<file path="config.mk">
export PLATFORM = sky130hd
export DESIGN_NAME = atfidf_ctrl
export DESIGN_NICKNAME = d
export VERILOG_FILES = /design/src/design/atfidf_pkg.sv /design/src/design/atfidf_ctrl.sv
export SDC_FILE = /design/constraint.sdc
export NUM_CORES = 1
export LEC_CHECK = 0
export BUFFER_PORTS_ARGS = -buffer_cell sky130_fd_sc_hd__buf_2
export CELL_PAD_IN_SITES_DETAIL_PLACEMENT = 0
export CELL_PAD_IN_SITES_GLOBAL_PLACEMENT = 2
export CORE_MARGIN = 5
export CORE_UTILIZATION = 28
export CTS_CLUSTER_SIZE = 24
export DETAILED_ROUTE_END_ITERATION = 16
export MAX_ROUTING_LAYER = met4
export PLACE_DENSITY_LB_ADDON = 0.1
export SYNTH_ARGS = -nofsm -noshare
export SYNTH_HDL_FRONTEND = slang
export SYNTH_SLANG_ARGS = --single-unit
</file>
<file path="constraint.sdc">
create_clock -name clk -period 3.2 [get_ports clk]
set_input_delay 0 -clock clk [delete_from_list [all_inputs] [get_ports clk]]
set_output_delay 0 -clock clk [all_outputs]
set_load 0.005 [all_outputs]
</file>
<file path="src/design/atfidf_pkg.sv">
// shared types and constants for the augmented tf-idf scaler
// request and result payloads, controller command and status structs
// no dependencies
package atfidf_pkg;

    // field widths of the request and result payloads
    localparam int ROW_W    = 10;
    localparam int VALUE_W  = 32;
    localparam int WEIGHT_W = 24;
    localparam int SCALED_W = 24;

    // datapath widths: m + v, 2 * m, weight * (m + v)
    localparam int SUM_W  = VALUE_W + 1;
    localparam int DIV_W  = VALUE_W + 1;
    localparam int PROD_W = WEIGHT_W + SUM_W;

    // request command codes
    localparam logic [1:0] CMD_CLEAR = 2'd0;
    localparam logic [1:0] CMD_SCAN  = 2'd1;
    localparam logic [1:0] CMD_SCALE = 2'd2;

    // saturation value of the scaled result
    localparam logic [SCALED_W-1:0] SCALED_MAX = '1;

    typedef struct packed {
        logic [1:0]          cmd;
        logic [ROW_W-1:0]    entry_row;
        logic [VALUE_W-1:0]  entry_value;
        logic [WEIGHT_W-1:0] column_weight;
    } req_t;

    typedef struct packed {
        logic [SCALED_W-1:0] scaled_value;
        logic                zero_max_flag;
    } res_t;

    // which value the result register takes when a request finishes
    typedef enum logic [1:0] {
        RES_ZERO = 2'd0,
        RES_SAT  = 2'd1,
        RES_QUOT = 2'd2
    } res_sel_t;

    // controller to datapath
    typedef struct packed {
        logic     latch;
        logic     clear_wr;
        logic     scan_wr;
        logic     load_max;
        logic     mul;
        logic     sum;
        logic     div_init;
        logic     div_step;
        logic     finish;
        res_sel_t res_sel;
    } ctl_cmd_t;

    // datapath to controller
    typedef struct packed {
        logic [1:0] op;
        logic       in_range;
        logic       scan_upd;
        logic       max_zero;
        logic       clr_last;
        logic       sat;
        logic       div_last;
    } ctl_sts_t;

endpackage

</file>
<file path="src/design/atfidf_ctrl.sv">
// controller state machine of the augmented tf-idf scaler
// depends on atfidf_pkg
module atfidf_ctrl (
    input  logic                 clk,
    input  logic                 rst_n,
    input  logic                 start,
    input  atfidf_pkg::ctl_sts_t sts,
    output atfidf_pkg::ctl_cmd_t cmd,
    output logic                 busy
);

    typedef enum logic [7:0] {
        ST_CLEAR  = 8'b0000_0001,
        ST_IDLE   = 8'b0000_0010,
        ST_DECODE = 8'b0000_0100,
        ST_READ   = 8'b0000_1000,
        ST_MUL    = 8'b0001_0000,
        ST_SUM    = 8'b0010_0000,
        ST_CHECK  = 8'b0100_0000,
        ST_DIV    = 8'b1000_0000
    } state_t;

    state_t state_reg;
    state_t state_next;

    assign busy = (state_reg != ST_IDLE);

    // next state and datapath commands
    always_comb
    begin
        state_next = state_reg;
        cmd        = '0;
        cmd.res_sel = atfidf_pkg::RES_ZERO;
        unique case (state_reg)
            ST_CLEAR:
            begin
                cmd.clear_wr = 1'b1;
                if (sts.clr_last)
                begin
                    state_next = ST_IDLE;
                end
            end
            ST_IDLE:
            begin
                if (start)
                begin
                    cmd.latch  = 1'b1;
                    state_next = ST_DECODE;
                end
            end
            ST_DECODE:
            begin
                priority case (sts.op)
                    atfidf_pkg::CMD_CLEAR:
                    begin
                        state_next = ST_CLEAR;
                    end
                    atfidf_pkg::CMD_SCAN:
                    begin
                        state_next = sts.in_range ? ST_READ : ST_IDLE;
                    end
                    atfidf_pkg::CMD_SCALE:
                    begin
                        if (sts.in_range)
                        begin
                            state_next = ST_READ;
                        end
                        else
                        begin
                            cmd.finish  = 1'b1;
                            cmd.res_sel = atfidf_pkg::RES_ZERO;
                            state_next  = ST_IDLE;
                        end
                    end
                    default:
                    begin
                        state_next = ST_IDLE;
                    end
                endcase
            end
            ST_READ:
            begin
                if (sts.op == atfidf_pkg::CMD_SCAN)
                begin
                    cmd.scan_wr = sts.scan_upd;
                    state_next  = ST_IDLE;
                end
                else if (sts.max_zero)
                begin
                    cmd.finish  = 1'b1;
                    cmd.res_sel = atfidf_pkg::RES_ZERO;
                    state_next  = ST_IDLE;
                end
                else
                begin
                    cmd.load_max = 1'b1;
                    state_next   = ST_MUL;
                end
            end
            ST_MUL:
            begin
                cmd.mul    = 1'b1;
                state_next = ST_SUM;
            end
            ST_SUM:
            begin
                cmd.sum    = 1'b1;
                state_next = ST_CHECK;
            end
            ST_CHECK:
            begin
                if (sts.sat)
                begin
                    cmd.finish  = 1'b1;
                    cmd.res_sel = atfidf_pkg::RES_SAT;
                    state_next  = ST_IDLE;
                end
                else
                begin
                    cmd.div_init = 1'b1;
                    state_next   = ST_DIV;
                end
            end
            ST_DIV:
            begin
                cmd.div_step = 1'b1;
                if (sts.div_last)
                begin
                    cmd.finish  = 1'b1;
                    cmd.res_sel = atfidf_pkg::RES_QUOT;
                    state_next  = ST_IDLE;
                end
            end
            default:
            begin
                state_next = ST_IDLE;
            end
        endcase
    end

    // state register, reset starts the clearing sweep
    always_ff @(posedge clk or negedge rst_n)
    begin
        if (!rst_n)
        begin
            state_reg <= ST_CLEAR;
        end
        else
        begin
            state_reg <= state_next;
        end
    end

    // the last divider step ends the request
    a_div_end: assert property (@(posedge clk) disable iff (!rst_n)
        (state_reg == ST_DIV && sts.div_last) |=> (state_reg == ST_IDLE))
        else $error("divider did not return to idle after last step");

    // a ram read result is only used in the cycle after the address was set up
    a_read_order: assert property (@(posedge clk) disable iff (!rst_n)
        (state_reg == ST_READ) |-> $past(state_reg == ST_DECODE))
        else $error("read state entered without decode");

    // the clearing sweep runs to its last row
    a_clear_run: assert property (@(posedge clk) disable iff (!rst_n)
        (state_reg == ST_CLEAR && !sts.clr_last) |=> (state_reg == ST_CLEAR))
        else $error("clearing sweep left early");

endmodule

</file>
-- Word-level counts from Yosys, hierarchy flattened
Index checks and enable logic that the tools add are counted.
- logic and storage cells: 46
- register bits after elaboration: 8
- output and inout bits: 12
- muxes and demuxes: 28
- eq/ne operators: 14
- reductions and logical operators: 3
- operators with widths (operator ; count):
    case mux 8 bit (8 select lines) ; 1
    two-way mux 8 bit ; 5
    two-way mux 3 bit ; 6
    case mux 8 bit (2 select lines) ; 1
    case mux 3 bit (4 select lines) ; 1
    two-way mux 1 bit ; 11
    equality test 8 x 1 -> 1 bit, second input constant ; 1
    equality test 8 x 2 -> 1 bit, second input constant ; 1
    equality test 8 x 3 -> 1 bit, second input constant ; 1
    equality test 8 x 4 -> 1 bit, second input constant ; 1
    equality test 8 x 5 -> 1 bit, second input constant ; 1
    equality test 8 x 6 -> 1 bit, second input constant ; 1
    equality test 8 x 7 -> 1 bit, second input constant ; 1
    equality test 8 bit, second input constant ; 1
    inequality test 8 x 2 -> 1 bit, second input constant ; 1
    inequality test 2 bit, second input constant ; 3
    two-way mux 5 bit ; 1
    two-way mux 4 bit ; 1
    AND reduction 3 bit ; 1
    equality test 2 x 1 -> 1 bit, second input constant ; 1
    equality test 2 bit, second input constant ; 1
    zero test 2 bit ; 1
    two-way mux 2 bit ; 1
    OR reduction 2 bit ; 1

-- Depth between registers and ports, before layout
Gate-level depths: netlist of run 1.
- depth after elaboration: 4
- mapped depth: 6
- mapped depth without buffers: 6

-- Worst setup path after synthesis of run 1
OpenSTA, ideal clock, no wires.
- path kind: flip-flop to output port
- start: reg state_reg[1]
- end: out cmd[2] (netlist name)
- buffers on the path: 1
- stages on the path, launching flop included: 6
- path slack: 1646 ps
- required time: 3200 ps
- arrival: 1554 ps
- path through: dfrtp_1 > buf_6 > nor4_4 > nand2_2 > or4b_1 > o311ai_1
- RTL lines (element ; RTL line ; text):
    start, declared ; atfidf_ctrl.sv:23 ; state_t state_reg;
    start signal, assigned ; atfidf_ctrl.sv:150 ; state_reg <= state_next;
    end, declared ; atfidf_ctrl.sv:8 ; output atfidf_pkg::ctl_cmd_t cmd,

==> run_results.csv, run 1 <==
group,metric,value,unit
job,drv_cap,0,
clock_network,clock_path_buffers,2,
clock_network,numCtsBuffers,3,
min_path,hold_path.class,"in2async",
pwr,power_leakage,0.428,nW
clock_network,clock_latency,260,ps
global_routing,grt_max_degree,10,
drt,wl_per_cell,12.0,µm
die,num_rows,17,
pwr,power_density,451,mW/mm²
drt,drt_first_pass_iters,4,
sta,drv_slew,0,
global_routing,grt_first_pass_wirelength,2.59,mm
finish,drive_gt1_share,27.9,%
sta,setup_viol,0,
worst_setup_path,worstPathMaxFanout,9,
worst_setup_path,crit_required,3200,ps
global_routing,grt_overflow,0,
synth,synth_area,626,µm²
place,gp_congestion,0.718,
sta,final.setup.tns,0,ps
die,coreArea,0.00217,mm²
worst_setup_path,reg2reg_from,"state_reg[1]$_DFFE_PN0P_",
sta,hold_viol_final,0,
worst_setup_path,critPathLaunch,"state_reg[1]$_DFFE_PN0P_",
run_status,status,"completed",
sta,fin_crit_sh,65.8,%
sta,fin_crit,2110,ps
clock_network,cts_resized,0,
synth,synth_area_leader_cell,"dfrtp_1",
drt,avgViaCountPerCell,4.88,
drt,drtIter0Drc,6,
global_routing,globalRouteTotalUtil,10.5,%
synth,synthDistinctLibCells,31,
drt,vias,644,
synth,syn-num-nets,89,
die,die_w,57.3,µm
clock_network,cts_tree,"built",
synth,synth_edf_count,0,
synth,yosys-top-cells-area,"dfrtp_1 (28%), ha_1 (8.0%), nor4b_1 (5.6%), inv_1 (5.4%), nor2_1 (5.4%)",
synth,synth_common_cells,"inv_1 (9), nor2_1 (9), dfrtp_1 (7)",
pwr,ir_drop,0.150,mV
finish,largest_register_ff_count,8,
sta,worst_pin_slew,634,ps
drt,antenna_left,0,
worst_setup_path,cp_cell_sequence,"nor4_4 -> nand2_2 -> or4b_1 -> o311ai_1 -> buf_2",
place,dp_hpwl,1.23,mm
synth,synth_warnings,0,
finish,antenna_cells,0,
die,die_area,0.00328,mm²
synth,synth_seq_area_share,32.2,%
sta,fin_skew,5.40,ps
clock_network,clk_pin_slew_worst_paths,60,ps
global_routing,grt_pass1_vias,609,
finish,final_util,39.0,%
synth,synth_top_area_share,28.0,%
sta,clock.fmax,0.475,GHz
worst_setup_path,crit_path_end_kind,"output pin",
clock_network,clockRootBuffer,"clkbuf_4",
clock_network,cts-htree-levels,1,
synth,ys_seq_elements,8,
synth,synthCells,74,
finish,area_growth,35.4,%
synth,synthFlopType,"dfrtp_1",
worst_setup_path,critPathKind,"reg2out",
die,die_y,57.3,µm
worst_setup_path,slowest_stage,"or4b_1",
sta,rsz0062_at_grt,"false",
die,pin_count,23,
finish,nets,120,
drt,route.detailed.drc,0,
sta,relSlewSlack,57.3,%
worst_setup_path,cp_data_arrival_time,2110,ps
synth,synthArstFlopShare,100,%
worst_setup_path,critPathLaunchType,"flip-flop",
synth,avgSynthCellArea,8.45,µm²
drt,routed_wl,1.58,mm
worst_setup_path,slowest_delay,520,ps
place,io_buffer_count,22,
die,initial_core_util,28.8,%
global_routing,antenna_found_initial,0,
clock_network,clock_sinks,8,
-- path summary, 6_finish.rpt --
path / to / slack [ps] / depth (start not counted)
worst min register to register: state_reg[0]$_DFFE_PN1P_ / 650 / 2
worst min-delay path: state_reg[6]$_DFFE_PN0P_ / 110 / 2
worst max register to register: state_reg[7]$_DFFE_PN0P_ / 1180 / 4
worst max-delay path: cmd[2] / 1090 / 5
max in group asynchronous: state_reg[0]$_DFFE_PN1P_ / 2840 / 2
min in group clk: state_reg[4]$_DFFE_PN0P_ / 160 / 3
-- layer usage --
metal / up-vias / GRT usage, % / part of all wire [%]
met4: 0 / 6.95 / 3.3
li1: 330 / - / -
met5: - / - / 0
met3: 5 / 1.58 / 4.3
met1: 290 / 13.2 / 47
met2: 19 / 15.3 / 46
-- critical path: cells and delay by family (launching register included) --
kind | cells | cell delay (ps)
compound gates | 1 | 80
buf+inv | 1 | 150
simple gates | 3 | 1120
flops | 1 | 490
-- per-stage QoR --
step | hold slack [ps] | instance area [µm²] | cells | setup slack, ps | total power [mW]
final | 109 | 847 | 132 | 1090 | 0.382
after global routing | 124 | 847 | 132 | 987 | 0.413
after CTS | 119 | 847 | 132 | 1100 | 0.386
after detailed placement | -139 | 751 | 121 | 1400 | 0.293
after global placement | -137 | 751 | 121 | 1400 | 0.293
after floorplan | -296 | 626 | 74 | 1650 | 0.258
-- cells by family after synthesis --
kind of cell | count (synthesis) | share of synthesized area [%]
DFF | 8 | 32.2
muxes | 1 | 1.80
AOI/OAI and AO/OA | 11 | 12.6
and+or+nand+nor | 37 | 35.4
buffers and inverters | 12 | 8.60
xor gates and xnor gates | 1 | 1.40
adders and majority gates | 4 | 8.00
-- timing repair --
action / in CTS / in global routing
hold buffers: 7 / 0
endpoints found under the hold margin: 13 / 0
setup buffers: 0 / 0
-- report_power, final --
| part | internal (mW) | switching, mW |
|---|---|---|
| sequential | 0.115 | 0.0247 |
| clock | 0.0480 | 0.0386 |
| combinational | 0.0728 | 0.0832 |
-- cell usage in the layout (no fill, tap or decap), drive strengths merged --
cell type | Yosys | final
mux2 | 1 | 1
nand4 | 1 | 1
buf | 2 | 22
dlygate4sd3 | 0 | 7
a31oi | 1 | 1
nor3 | 2 | 2
nor4b | 4 | 4
dfrtp | 7 | 7
o22a | 1 | 1
xor2 | 1 | 1
nand2 | 4 | 4
o21ai | 1 | 1
o211ai | 1 | 1
or4b | 1 | 1
clkbuf | 1 | 4
and2 | 2 | 2
nand3 | 5 | 5
o2111ai | 1 | 1
a22o | 1 | 1
o311ai | 1 | 1
o22ai | 4 | 4
nor2 | 9 | 9
nor4 | 4 | 4
inv | 9 | 9
nor2b | 2 | 2
nand2b | 2 | 2
dfstp | 1 | 1
ha | 4 | 4
or2 | 1 | 1
-- cell type report --
type,count,area [µm²]
Tap cell,28,35.0
Clock buffer,4,26.3
Inverter,9,33.8
Timing Repair Buffer,29,180
Multi-Input combinational cell,54,370
Fill cell,246,1320
Sequential cell,8,201
(Power assumes the default switching activity.)
==> inputs of run 2 (changes only) <==
- CORE_UTILIZATION: 28 -> 26
- clock period: 3.2 -> 2.1 ns (I/O delays scaled with it)
==> run_results.csv, run 2 (same netlist as run 1, synthesis figures left out) <==
group,metric,value,unit
drt,antenna_left,0,
sta,relSlewSlack,78.0,%
worst_setup_path,critPathLaunchType,"flip-flop",
finish,layout_commonest_cell,"buf_2",
drt,drt_first_pass_iters,4,
global_routing,antenna_found_initial,0,
finish,layout.cells.non_filler,135,
global_routing,grt_overflow,0,
min_path,hold_path.class,"in2async",
worst_setup_path,cp_cell_sequence,"nor4_4 -> nand2_2 -> or4b_1 -> o311ai_1 -> buf_2",
global_routing,globalRouteTotalUtil,9.76,%
die,die_area,0.00349,mm²
drt,wl_per_cell,11.9,µm
global_routing,grt_max_degree,10,
place,dp_cells,122,
die,die_y,59.1,µm
die,pin_count,23,
sta,final.setup.tns,0,ps
finish,largest_register_ff_count,8,
pwr,p_int,393,µW
die,coreArea,0.00225,mm²
finish,layout_common_cells,"buf_2 (22), inv_1 (9), nor2_1 (9), dlygate4sd3_1 (7)",
sta,whs,106,ps
place,dp_hpwl,1.25,mm
worst_setup_path,critPathKind,"reg2out",
worst_setup_path,crit_path_end_kind,"output pin",
clock_network,cts_tree,"built",
sta,final.setup.worst_slack,126,ps
die,num_rows,17,
sta,clock.fmax,0.507,GHz
die,die_w,59.1,µm
worst_setup_path,slowest_stage,"or4b_1",
pwr,switching_power,232,µW
pwr,clkPwrFrac,21.2,%
worst_setup_path,worstPathMaxFanout,6,
place,dpl_worst_slack,271,ps
finish,nets,123,
job,drv_cap,0,
drt,drtIter0Drc,10,
finish,antenna_cells,0,
worst_setup_path,crit_required,2100,ps
clock_network,clk_pin_slew_worst_paths,70,ps
worst_setup_path,reg2reg_depth,5,
sta,fin_crit,1970,ps
sta,rsz0062_at_grt,"false",
pwr,finalPower,625,µW
worst_setup_path,cp_data_arrival_time,1970,ps
clock_network,cts-htree-levels,1,
clock_network,clockRootBuffer,"clkbuf_4",
finish,drive_gt1_share,31.8,%
sta,drv_slew,0,
pwr,power_leakage,0.439,nW
sta,fin_crit_sh,94.0,%
run_status,status,"completed",
drt,route.detailed.drc,0,
sta,fin_skew,14.0,ps
clock_network,clock_latency,270,ps
global_routing,grt_pass1_vias,597,
pwr,ir_drop,0.444,mV
sta,setup_viol,0,
pwr,power_density,717,mW/mm²
clock_network,clock_path_buffers,2,
global_routing,grt_first_pass_wirelength,2.47,mm
pwr,p_comb_share,46.8,%
drt,avgViaCountPerCell,4.81,
sta,worst_pin_slew,330,ps
worst_setup_path,slowest_delay,530,ps
clock_network,clock_sinks,8,
pwr,switching_share,37.2,%
drt,vias,649,
place,gp_congestion,0.821,
finish,area_growth,39.4,%
sta,hold_viol_final,0,
clock_network,numCtsBuffers,3,
pwr,p_seq_share,32.0,%
drt,routed_wl,1.61,mm
die,initial_core_util,27.7,%
place,io_buffer_count,22,
[run 2: layout make-up]
class | instances | area [µm²]
Clock buffer | 4 | 26.3
Sequential cell | 8 | 204
Inverter | 9 | 33.8
Fill cell | 260 | 1380
Tap cell | 28 | 35.0
Timing Repair Buffer | 32 | 203
Multi-Input combinational cell | 54 | 370
[run 2: timing repair]
item / CTS / global route
cloned: 0 / 0
setup buffers: 0 / 2
hold endpoints to repair: 13 / 0
gates resized for setup: 0 / 2
pin swaps: 1 / 1
hold buffers: 7 / 0
setup endpoints to repair: 1 / 1
[run 2: per-stage QoR]
| stage | cell area, µm² | utilization, % |
|---|---|---|
| after floorplan | 626 | - |
| after global placement | 758 | 33.6 |
| after detailed placement | 758 | 33.6 |
| after CTS | 855 | 37.9 |
| after global routing | 872 | 38.7 |
| final | 872 | 38.7 |
[run 2: critical path, delay by kind of cell, from the launching register on]
family	cells	cell delay [ps]
simple gates	3	1040
flops	1	430
buf+inv	1	160
compound gates	1	80
[run 2: power groups by stage]
stage                     combinational [mW]  clock [mW]  sequential [mW]
final                                  0.292       0.133            0.200
after global placement                 0.249           0            0.214
after global routing                   0.323       0.150            0.203
after CTS                              0.251       0.136            0.211
after floorplan                        0.205           0            0.188
after detailed placement               0.242           0            0.216
[run 2: worst paths after layout]
path	from	endpoint	slack (ps)
max in group asynchronous	rst_n	state_reg[0]$_DFFE_PN1P_	1740
min in group clk	sts[6]	state_reg[4]$_DFFE_PN0P_	170
worst max register to register	state_reg[1]$_DFFE_PN0P_	state_reg[7]$_DFFE_PN0P_	140
worst min register to register	state_reg[5]$_DFFE_PN0P_	state_reg[5]$_DFFE_PN0P_	570
worst min-delay path	rst_n	state_reg[6]$_DFFE_PN0P_	110
worst max-delay path	state_reg[1]$_DFFE_PN0P_	cmd[2]	130
[run 2: metal layers]
| metal | vias to the layer above | wire, µm | GRT usage [%] | share of wire (%) |
|---|---|---|---|---|
| met3 | 2 | 117 | 4.58 | 7.3 |
| met2 | 17 | 752 | 16.1 | 47 |
| met5 | - | 0 | - | 0 |
| li1 | 330 | - | - | - |
| met4 | 0 | 14 | 2.91 | 0.87 |
| met1 | 300 | 723 | 10.4 | 45 |
